[config.mk]
export PLATFORM = sky130hd
export DESIGN_NAME = sha256_byte_stream_hasher_top
export DESIGN_NICKNAME = d
export VERILOG_FILES = /design/src/rtl/sha256_pkg.sv /design/src/rtl/sha256_round.sv /design/src/rtl/sha256_byte_stream_hasher_top.sv
export SDC_FILE = /design/constraint.sdc
export NUM_CORES = 2
export LEC_CHECK = 0
export ABC_CLOCK_PERIOD_IN_PS = 14800
export BUFFER_PORTS_ARGS = -buffer_cell sky130_fd_sc_hd__buf_2
export CAP_MARGIN = 20
export CORE_MARGIN = 2
export CORE_UTILIZATION = 43
export DETAILED_ROUTE_END_ITERATION = 10
export GPL_TIMING_DRIVEN = 0
export MAX_ROUTING_LAYER = met4
export PLACE_DENSITY = 0.67
export SETUP_SLACK_MARGIN = 0.02
export SYNTH_ARGS = -nofsm -noshare
export SYNTH_HDL_FRONTEND = slang
export SYNTH_SLANG_ARGS = --single-unit
export TNS_END_PERCENT = 5
[constraint.sdc]
create_clock -name i_clk -period 14.8 [get_ports i_clk]
set_input_delay 1.48 -clock i_clk [delete_from_list [all_inputs] [get_ports i_clk]]
set_output_delay 1.48 -clock i_clk [all_outputs]
set_load 0.02 [all_outputs]
[src/rtl/sha256_pkg.sv]
// Shared types and constants of the SHA-256 byte stream hasher.
// Holds the sequencer state type, the round constants and the initial hash values.
// No dependencies.
package sha256_pkg;

    typedef enum logic [2:0] {
        ST_IDLE,
        ST_ROUND,
        ST_ADD,
        ST_PAD,
        ST_OUT
    } t_state;

    // Eight 32-bit words; index 0 is word a (or H0), index 7 is word h (or H7).
    typedef logic [7:0][31:0] t_vars;

    localparam logic [7:0] PAD_MARK   = 8'h80;
    localparam logic [5:0] LEN_OFFSET = 6'd56;
    localparam logic [5:0] LAST_POS   = 6'd63;
    localparam logic [5:0] LAST_ROUND = 6'd63;
    localparam logic [2:0] LAST_WORD  = 3'd7;
    localparam logic [63:0] BITS_PER_BYTE = 64'd8;

    function automatic logic [31:0] init_hash(input logic [2:0] idx);
        logic [31:0] v;
        case (idx)
            3'd0:    v = 32'h6a09e667;
            3'd1:    v = 32'hbb67ae85;
            3'd2:    v = 32'h3c6ef372;
            3'd3:    v = 32'ha54ff53a;
            3'd4:    v = 32'h510e527f;
            3'd5:    v = 32'h9b05688c;
            3'd6:    v = 32'h1f83d9ab;
            default: v = 32'h5be0cd19;
        endcase
        return v;
    endfunction

    function automatic logic [31:0] round_const(input logic [5:0] idx);
        logic [31:0] v;
        case (idx)
            6'd0:  v = 32'h428a2f98; 6'd1:  v = 32'h71374491;
            6'd2:  v = 32'hb5c0fbcf; 6'd3:  v = 32'he9b5dba5;
            6'd4:  v = 32'h3956c25b; 6'd5:  v = 32'h59f111f1;
            6'd6:  v = 32'h923f82a4; 6'd7:  v = 32'hab1c5ed5;
            6'd8:  v = 32'hd807aa98; 6'd9:  v = 32'h12835b01;
            6'd10: v = 32'h243185be; 6'd11: v = 32'h550c7dc3;
            6'd12: v = 32'h72be5d74; 6'd13: v = 32'h80deb1fe;
            6'd14: v = 32'h9bdc06a7; 6'd15: v = 32'hc19bf174;
            6'd16: v = 32'he49b69c1; 6'd17: v = 32'hefbe4786;
            6'd18: v = 32'h0fc19dc6; 6'd19: v = 32'h240ca1cc;
            6'd20: v = 32'h2de92c6f; 6'd21: v = 32'h4a7484aa;
            6'd22: v = 32'h5cb0a9dc; 6'd23: v = 32'h76f988da;
            6'd24: v = 32'h983e5152; 6'd25: v = 32'ha831c66d;
            6'd26: v = 32'hb00327c8; 6'd27: v = 32'hbf597fc7;
            6'd28: v = 32'hc6e00bf3; 6'd29: v = 32'hd5a79147;
            6'd30: v = 32'h06ca6351; 6'd31: v = 32'h14292967;
            6'd32: v = 32'h27b70a85; 6'd33: v = 32'h2e1b2138;
            6'd34: v = 32'h4d2c6dfc; 6'd35: v = 32'h53380d13;
            6'd36: v = 32'h650a7354; 6'd37: v = 32'h766a0abb;
            6'd38: v = 32'h81c2c92e; 6'd39: v = 32'h92722c85;
            6'd40: v = 32'ha2bfe8a1; 6'd41: v = 32'ha81a664b;
            6'd42: v = 32'hc24b8b70; 6'd43: v = 32'hc76c51a3;
            6'd44: v = 32'hd192e819; 6'd45: v = 32'hd6990624;
            6'd46: v = 32'hf40e3585; 6'd47: v = 32'h106aa070;
            6'd48: v = 32'h19a4c116; 6'd49: v = 32'h1e376c08;
            6'd50: v = 32'h2748774c; 6'd51: v = 32'h34b0bcb5;
            6'd52: v = 32'h391c0cb3; 6'd53: v = 32'h4ed8aa4a;
            6'd54: v = 32'h5b9cca4f; 6'd55: v = 32'h682e6ff3;
            6'd56: v = 32'h748f82ee; 6'd57: v = 32'h78a5636f;
            6'd58: v = 32'h84c87814; 6'd59: v = 32'h8cc70208;
            6'd60: v = 32'h90befffa; 6'd61: v = 32'ha4506ceb;
            6'd62: v = 32'hbef9a3f7;
            default: v = 32'hc67178f2;
        endcase
        return v;
    endfunction

endpackage

[src/rtl/sha256_round.sv]
// One SHA-256 compression round plus one message schedule expansion step.
// Purely combinational; the top level registers its results in the round state.
// Depends on sha256_pkg for the t_vars type.
module sha256_round (
    input  sha256_pkg::t_vars i_vars,
    input  logic [31:0]       i_k,
    input  logic [31:0]       i_w0,
    input  logic [31:0]       i_w1,
    input  logic [31:0]       i_w9,
    input  logic [31:0]       i_w14,
    output sha256_pkg::t_vars o_vars,
    output logic [31:0]       o_w_new
);

    function automatic logic [31:0] rotr(input logic [31:0] x, input int unsigned n);
        return (x >> n) | (x << (32 - n));
    endfunction

    logic [31:0] big0, big1, chs, maj, t1, t2, sig0, sig1;

    always_comb begin
        big1 = rotr(i_vars[4], 6) ^ rotr(i_vars[4], 11) ^ rotr(i_vars[4], 25);
        chs  = (i_vars[4] & i_vars[5]) ^ (~i_vars[4] & i_vars[6]);
        t1   = i_vars[7] + big1 + chs + i_k + i_w0;
        big0 = rotr(i_vars[0], 2) ^ rotr(i_vars[0], 13) ^ rotr(i_vars[0], 22);
        maj  = (i_vars[0] & i_vars[1]) ^ (i_vars[0] & i_vars[2]) ^ (i_vars[1] & i_vars[2]);
        t2   = big0 + maj;

        o_vars[7] = i_vars[6];
        o_vars[6] = i_vars[5];
        o_vars[5] = i_vars[4];
        o_vars[4] = i_vars[3] + t1;
        o_vars[3] = i_vars[2];
        o_vars[2] = i_vars[1];
        o_vars[1] = i_vars[0];
        o_vars[0] = t1 + t2;

        // Word sixteen places ahead of the one consumed in this round.
        sig0    = rotr(i_w1, 7) ^ rotr(i_w1, 18) ^ (i_w1 >> 3);
        sig1    = rotr(i_w14, 17) ^ rotr(i_w14, 19) ^ (i_w14 >> 10);
        o_w_new = i_w0 + sig0 + i_w9 + sig1;
    end

endmodule

[src/rtl/sha256_byte_stream_hasher_top.sv]
// SHA-256 over a byte stream: one byte per transfer, digest out as eight words.
// A byte that does not fill a block is only stored; a byte that fills one starts
// 64 rounds on the shared round unit and one hash update, while input is not ready.
// End of message: the pad bytes are pushed, each full block hashed, then 8 word transfers.
// Reset (synchronous, active low) loads the initial hash values and empties the block.
// Depends on sha256_pkg and sha256_round.
module sha256_byte_stream_hasher_top (
    input  logic        i_clk,
    input  logic        i_rst_n,
    input  logic        i_valid,
    output logic        o_ready,
    input  logic [7:0]  i_data_byte,
    input  logic        i_has_byte,
    input  logic        i_end_of_message,
    output logic        o_valid,
    input  logic        i_ready,
    output logic [31:0] o_digest_word,
    output logic [2:0]  o_word_index,
    output logic        o_last_word
);

    sha256_pkg::t_state r_state, n_state;
    logic [5:0]         r_round, n_round;
    logic [5:0]         r_count, n_count;
    logic [63:0]        r_bits, n_bits;
    logic [511:0]       r_blk, n_blk;
    sha256_pkg::t_vars  r_hash, n_hash;
    sha256_pkg::t_vars  r_vars, n_vars;
    logic [2:0]         r_out_idx, n_out_idx;
    logic               r_padding, n_padding;
    logic               r_mark_done, n_mark_done;
    logic               r_len_phase, n_len_phase;
    logic               r_final, n_final;

    logic               push_en;
    logic [7:0]         push_byte;
    sha256_pkg::t_vars  rnd_vars;
    logic [31:0]        rnd_w_new;

    // The block buffer doubles as the rolling 16-word schedule window; word 0 sits on top.
    sha256_round u_round (
        .i_vars  (r_vars),
        .i_k     (sha256_pkg::round_const(r_round)),
        .i_w0    (r_blk[511:480]),
        .i_w1    (r_blk[479:448]),
        .i_w9    (r_blk[223:192]),
        .i_w14   (r_blk[63:32]),
        .o_vars  (rnd_vars),
        .o_w_new (rnd_w_new)
    );

    always_ff @(posedge i_clk) begin
        if (!i_rst_n) begin
            r_state     <= sha256_pkg::ST_IDLE;
            r_round     <= '0;
            r_count     <= '0;
            r_bits      <= '0;
            r_out_idx   <= '0;
            r_padding   <= 1'b0;
            r_mark_done <= 1'b0;
            r_len_phase <= 1'b0;
            r_final     <= 1'b0;
            for (int i = 0; i < 8; i++) begin
                r_hash[i] <= sha256_pkg::init_hash(3'(i));
            end
        end else begin
            r_state     <= n_state;
            r_round     <= n_round;
            r_count     <= n_count;
            r_bits      <= n_bits;
            r_out_idx   <= n_out_idx;
            r_padding   <= n_padding;
            r_mark_done <= n_mark_done;
            r_len_phase <= n_len_phase;
            r_final     <= n_final;
            r_hash      <= n_hash;
        end
    end

    always_ff @(posedge i_clk) begin
        r_blk  <= n_blk;
        r_vars <= n_vars;
    end

    always_comb begin
        n_state     = r_state;
        n_round     = r_round;
        n_count     = r_count;
        n_bits      = r_bits;
        n_blk       = r_blk;
        n_hash      = r_hash;
        n_vars      = r_vars;
        n_out_idx   = r_out_idx;
        n_padding   = r_padding;
        n_mark_done = r_mark_done;
        n_len_phase = r_len_phase;
        n_final     = r_final;
        push_en     = 1'b0;
        push_byte   = '0;
        o_ready     = 1'b0;
        o_valid     = 1'b0;

        case (r_state)
            sha256_pkg::ST_IDLE: begin
                o_ready = 1'b1;
                if (i_valid) begin
                    if (i_has_byte) begin
                        push_en   = 1'b1;
                        push_byte = i_data_byte;
                        n_bits    = r_bits + sha256_pkg::BITS_PER_BYTE;
                    end
                    if (i_end_of_message) begin
                        n_padding = 1'b1;
                        n_state   = sha256_pkg::ST_PAD;
                    end
                end
            end
            sha256_pkg::ST_PAD: begin
                push_en = 1'b1;
                if (!r_mark_done) begin
                    push_byte   = sha256_pkg::PAD_MARK;
                    n_mark_done = 1'b1;
                end else if (r_len_phase || r_count == sha256_pkg::LEN_OFFSET) begin
                    // Length bytes go out most significant first at offsets 56 to 63.
                    push_byte   = r_bits[{~r_count[2:0], 3'b000} +: 8];
                    n_len_phase = 1'b1;
                    if (r_count == sha256_pkg::LAST_POS) begin
                        n_final = 1'b1;
                    end
                end else begin
                    push_byte = '0;
                end
            end
            sha256_pkg::ST_ROUND: begin
                n_vars  = rnd_vars;
                n_blk   = {r_blk[479:0], rnd_w_new};
                n_round = r_round + 6'd1;
                if (r_round == sha256_pkg::LAST_ROUND) begin
                    n_state = sha256_pkg::ST_ADD;
                end
            end
            sha256_pkg::ST_ADD: begin
                for (int i = 0; i < 8; i++) begin
                    n_hash[i] = r_hash[i] + r_vars[i];
                end
                if (r_final) begin
                    n_state = sha256_pkg::ST_OUT;
                end else if (r_padding) begin
                    n_state = sha256_pkg::ST_PAD;
                end else begin
                    n_state = sha256_pkg::ST_IDLE;
                end
            end
            sha256_pkg::ST_OUT: begin
                o_valid = 1'b1;
                if (i_ready) begin
                    n_out_idx = r_out_idx + 3'd1;
                    if (r_out_idx == sha256_pkg::LAST_WORD) begin
                        // Digest delivered: start over for the next message.
                        n_state     = sha256_pkg::ST_IDLE;
                        n_bits      = '0;
                        n_padding   = 1'b0;
                        n_mark_done = 1'b0;
                        n_len_phase = 1'b0;
                        n_final     = 1'b0;
                        for (int i = 0; i < 8; i++) begin
                            n_hash[i] = sha256_pkg::init_hash(3'(i));
                        end
                    end
                end
            end
            default: begin
                n_state = sha256_pkg::ST_IDLE;
            end
        endcase

        if (push_en) begin
            n_blk   = {r_blk[503:0], push_byte};
            n_count = r_count + 6'd1;
            if (r_count == sha256_pkg::LAST_POS) begin
                // Block complete: load the working words and run the rounds.
                n_state = sha256_pkg::ST_ROUND;
                n_round = '0;
                n_vars  = r_hash;
            end
        end
    end

    assign o_digest_word = r_hash[r_out_idx];
    assign o_word_index  = r_out_idx;
    assign o_last_word   = (r_out_idx == sha256_pkg::LAST_WORD);

endmodule

# After elaboration in Yosys (flattened, before gate mapping)
# Memories as Yosys holds them, arrays and structs flattened. A register that Yosys moved wholly into a read port is not among the register bits.
# Cells that the tools add are included.
[totals]
input_bits = 14
n_memories = 1
reg_bits = 1110
romBits = 2048
wordCells = 160
[op_classes]
shifts = 1
eq_ne = 16
n_lt_le_gt_ge = 1
n_addsub = 22
n_bitwise = 28
n_mux = 52
reduce_logical = 13
[mem_list]
columns = ["name", "words", "width", "read_ports", "rd_ports_with_merged_regs", "write_ports", "line", "rtl"]
rows = [
  ["(no name shown)", 64, 32, 1, 1, 0, "sha256_pkg.sv:41", "case (idx)"],
]
[ops]
columns = ["op", "count"]
rows = [
  ["$mux 256", 5],
  ["$mux 512", 2],
  ["$add 32x32->32", 18],
  ["$pmux 256 s2", 1],
  ["$xor 32x32->32", 9],
  ["$mux 64", 4],
  ["$and 32x32->32", 5],
  ["$pmux 64 s2", 1],
  ["$bmux 32 s3", 1],
  ["$add 64x4->64 const B", 1],
  ["$shiftx 64x7->8", 1],
  ["$mux 32", 1],
  ["$mux 8", 4],
  ["$not 32->32", 1],
  ["$or 10x32->32", 1],
  ["$or 13x32->32", 1],
  ["$or 14x32->32", 1],
  ["$or 15x32->32", 1],
  ["$or 19x32->32", 1],
  ["$or 21x32->32", 1],
  ["$or 25x32->32", 1],
  ["$or 26x32->32", 1],
  ["$or 30x32->32", 1],
  ["$or 7x32->32", 1],
  ["25 further kinds", 69],
]

# Logic depth before layout (Yosys ltp)
[depth]
word_depth = 11
depth_mapped = 33

# Cells and area by module
# A second synthesis with hierarchy kept.
[unflattened]
cells_unflattened = 8917
hier_area_um2 = 77196.5
[by_module_without_submodules]
columns = ["mod", "cells_per_inst", "seq_area_each_um2", "area_each_um2", "n_inst"]
rows = [
  ["sha256_byte_stream_hasher_top", 7087, 27926.8, 62202.2, 1],
  ["sha256_round", 1830, 0.0, 14994.4, 1],
]

# Worst setup path after synthesis
# Ideal clock, no wire load.
[synth_path]
kind = "input port to flip-flop"
start = "input port i_valid"
end = "register r_blk[0] (enable)"
arrival_time_ns = 12.320
path_slack_ns = 1.601
path_stages = 4
path_buffers = 2
t_required_ns = 13.921
path_cell_list = "and4_1 -> buf_2 -> buf_1 -> a21o_1"
[synth_between]
elab_chain_len = 3
[synth_lines]
columns = ["element", "line", "rtl"]
rows = [
  ["from (decl)", "sha256_byte_stream_hasher_top.sv:10", "input logic i_valid,"],
  ["$mux 1", "sha256_byte_stream_hasher_top.sv:106", "if (i_valid) begin"],
  ["$pmux 1 s2", "sha256_byte_stream_hasher_top.sv:103", "case (r_state)"],
  ["$reduce_bool 2->1 (no line)", "--", ""],
  ["to (signal assigned)", "sha256_byte_stream_hasher_top.sv:81", "r_blk <= n_blk;"],
  ["to (decl)", "sha256_byte_stream_hasher_top.sv:26", "logic [511:0] r_blk, n_blk;"],
]
# Every way passes these cells.
# A chain may end at the register's enable or synchronous reset.

==> impl_metrics.env <==
export IMPL_status="complete, no violations"
export IMPL_fillers=16900
export IMPL_grt_use_total_pct=39.1
export IMPL_cap_violations=0
export IMPL_period_share_pct=72.0
export IMPL_syn_avg_cell_area_um2=8.38
export IMPL_netlist_instances=8992
export IMPL_die_area_mm2=0.179
export IMPL_setup_viol=0
export IMPL_hpwl_um=275000
export IMPL_post_route_drc_count=0
export IMPL_slew_headroom_pct=9.54
export IMPL_async_flop_share_pct=0
export IMPL_worstPathArrival_ps=11290
export IMPL_grt_max_degree=77
export IMPL_place_congestion=1.05
export IMPL_placed_area_mm2=0.0794
export IMPL_die_y_um=423
export IMPL_rrSetupSlack_ps=4150
export IMPL_cts_repair_resized=0
export IMPL_drive_gt1_share_pct=5.39
export IMPL_crit_family="compound AO/OA/AOI/OAI gates"
export IMPL_path_class="flip-flop to flip-flop"
export IMPL_coreArea_mm2=0.174
export IMPL_cts_sinks=1139
export IMPL_grt_pass1_wl_um=489000
export IMPL_routed_wirelength_um=347000
export IMPL_cts_max_level=4
export IMPL_cp_slowest_stage_delay_ps=910
export IMPL_hold_path_end="r_len_phase"
export IMPL_finalHoldViolCount=0
export IMPL_worst_pin_slew_ps=1350
export IMPL_via_per_inst=6.02
export IMPL_most_common_layout_cells="nand2_1, nor2_1, dfxtp_1"
export IMPL_final_cell_area_mm2=0.0841
export IMPL_num_vias=70300
export IMPL_ys_warn_count=0
export IMPL_rsz0062_at_grt="false"
export IMPL_fp_dieW_um=423
export IMPL_fin_worst_skew_ps=58.0
export IMPL_dr_pass1_iters=9
export IMPL_ant_nets=0
export IMPL_final_seq_area_mm2=0.0279
export IMPL_synth_ff_type="dfxtp_1"
export IMPL_drt_iter0_drc=9022
export IMPL_numPortBuffers=51
export IMPL_syn_nets=9596
export IMPL_grt_pass1_vias=66700
export IMPL_cts_clk_slew_worst_paths_ps=60
export IMPL_cts_hold_buf=0
export IMPL_multi_input_area_mm2=0.0433
export IMPL_ys_ff_latch=1139
export IMPL_cts_made_buffers=136
export IMPL_hp_class="flip-flop to flip-flop"
export IMPL_grt_ovfl_total=0
export IMPL_drv_slew=0
export IMPL_insertion_delay_ps=840
export IMPL_fin_nets=9834
export IMPL_crit_buf_inv=5
export IMPL_cts_tree="yes"
export IMPL_critPathCaptureType="flip-flop"
export IMPL_start_util_pct=43.3
export IMPL_fmax_ghz=0.0939
export IMPL_syn_cell_area_mm2=0.0753
export IMPL_crit_slowest_cell="mux2i_1"
export IMPL_crit_top_cell="o21ai_0"
export IMPL_synthDistinctLibCells=93
export IMPL_row_count=153
export IMPL_min_delay_start="r_len_phase"
export IMPL_post_route_min_period_ps=10650
export IMPL_cp_start_kind="flip-flop"
export IMPL_clk_path_buf_depth=3
export IMPL_antenna_found_initial=19
export IMPL_reg2reg_to="r_vars[31]"
export IMPL_synth_edff_count=512
export IMPL_reg2reg_depth=30
export IMPL_min_path_cells=2
export IMPL_r2r_start="r_vars[133]"
export IMPL_postCtsSetupRepairBufs=0
export IMPL_ys_seq_area_share_pct=37.1
export IMPL_startpoint="r_vars[133]"
export IMPL_cp_max_fo=7
export IMPL_cp_required_ps=15440
export IMPL_pin_count=52
export IMPL_area_delta_synth_final_pct=11.6
export IMPL_cts_root_buf="clkbuf_16"
export IMPL_layout_commonest_cell="nand2_1"
export IMPL_wl_per_cell_um=29.8
-- worst reg2reg max path, delay by kind of cell, from the launching register on --
kind / cells / cell delay (ps)
XOR/XNOR: 2 / 730
multiplexers: 2 / 1160
adder cells (fa/ha/maj): 6 / 2840
AO/OA/AOI/OAI: 13 / 3920
AND/OR/NAND/NOR: 2 / 320
buffers and inverters: 5 / 1170
flip-flops: 1 / 350
-- kinds of logic (layout without fill, tap and decap cells) --
group | after synthesis | count (layout) | synth area share (%)
AND/OR/NAND/NOR | 3392 | 3392 | 18.6
AO/OA/AOI/OAI | 2010 | 2010 | 16.4
flip-flops | 1139 | 1139 | 37.1
buffers and inverters | 1076 | 1418 | 5.42
XOR/XNOR | 619 | 619 | 7.23
adder cells (fa/ha/maj) | 594 | 594 | 11.8
multiplexers | 162 | 162 | 3.52
other | 0 | 16 | 0
-- area by class of cell --
type,instances,share of cell area (%)
antenna,16,0.0476
buffer,549,2.52
clock buffer,182,4.51
clock inverter,60,0.969
inverter,527,2.35
multi-input combinational,6777,51.6
sequential,1139,33.2
tap,2325,3.46
timing repair buffer,100,1.35
-- cells in the mapped netlist, drive strengths merged (39+ instances only) --
cell	n	area, um^2
xnor2	360	3170
and3	54	338
dfxtp	627	12600
o22ai	51	319
nand3	162	811
or3	39	244
a21o	203	1520
ha	395	4940
o21a	43	323
a21oi	533	2680
fa	195	3900
xor2	259	2280
inv	526	1970
mux4	78	1760
a31oi	260	1630
o21bai	40	300
nand2b	47	294
nand4	46	294
buf	67	297
clkbuf	482	1810
mux2	42	473
nand2	2144	8050
nor2	645	2420
edfxtp	512	15400
mux2i	42	420
a211oi	66	500
o21ai	534	2670
nor3	123	631
nor2b	43	269
-- how the worst max path moves through the flow --
stage                      end  slack (ps)  cells past startpoint
floorplan             r_blk[0]        1600                      4
global placement    r_blk[345]       -3150                      5
detailed placement  r_vars[29]        4810                     29
CTS                 r_vars[31]        4770                     30
global route        r_vars[29]        4270                     29
finish              r_vars[31]        4150                     30
-- layer usage --
metal / GRT usage, % / vias up / wire length (um)
li1: - / 31400 / -
met1: 50.1 / 34300 / 141000
met2: 58.0 / 3780 / 151000
met3: 7.39 / 891 / 32500
met4: 21.5 / 0 / 23000
met5: - / - / 0
-- through the flow --
step                      util [%]  setup TNS (ps)  std cells  hold slack [ps]  setup WS, ps
after floorplan                  -               0       8992              446          1600
final                         48.3               0      11700              492          4150
after CTS                     48.3               0      11700              482          4770
after global placement        45.1        -1585380      11400              471         -3150
after detailed placement      45.6               0      11400              481          4810
after global routing          48.3               0      11700              506          4270
-- registers in the layout, summed over array words and instances, names as in the netlist --
signal and count:
r_round 6, r_padding 1, r_bits 61, r_blk 512, u_round.i_k 32, r_len_phase 1, r_hash 256, o_word_index 3
r_vars 256, r_mark_done 1, r_final 1, r_state 3, r_count 6
Power is left out: the tool's default activity adds up to more than one toggle a clock period on the data nets, which glitch-free logic cannot reach.
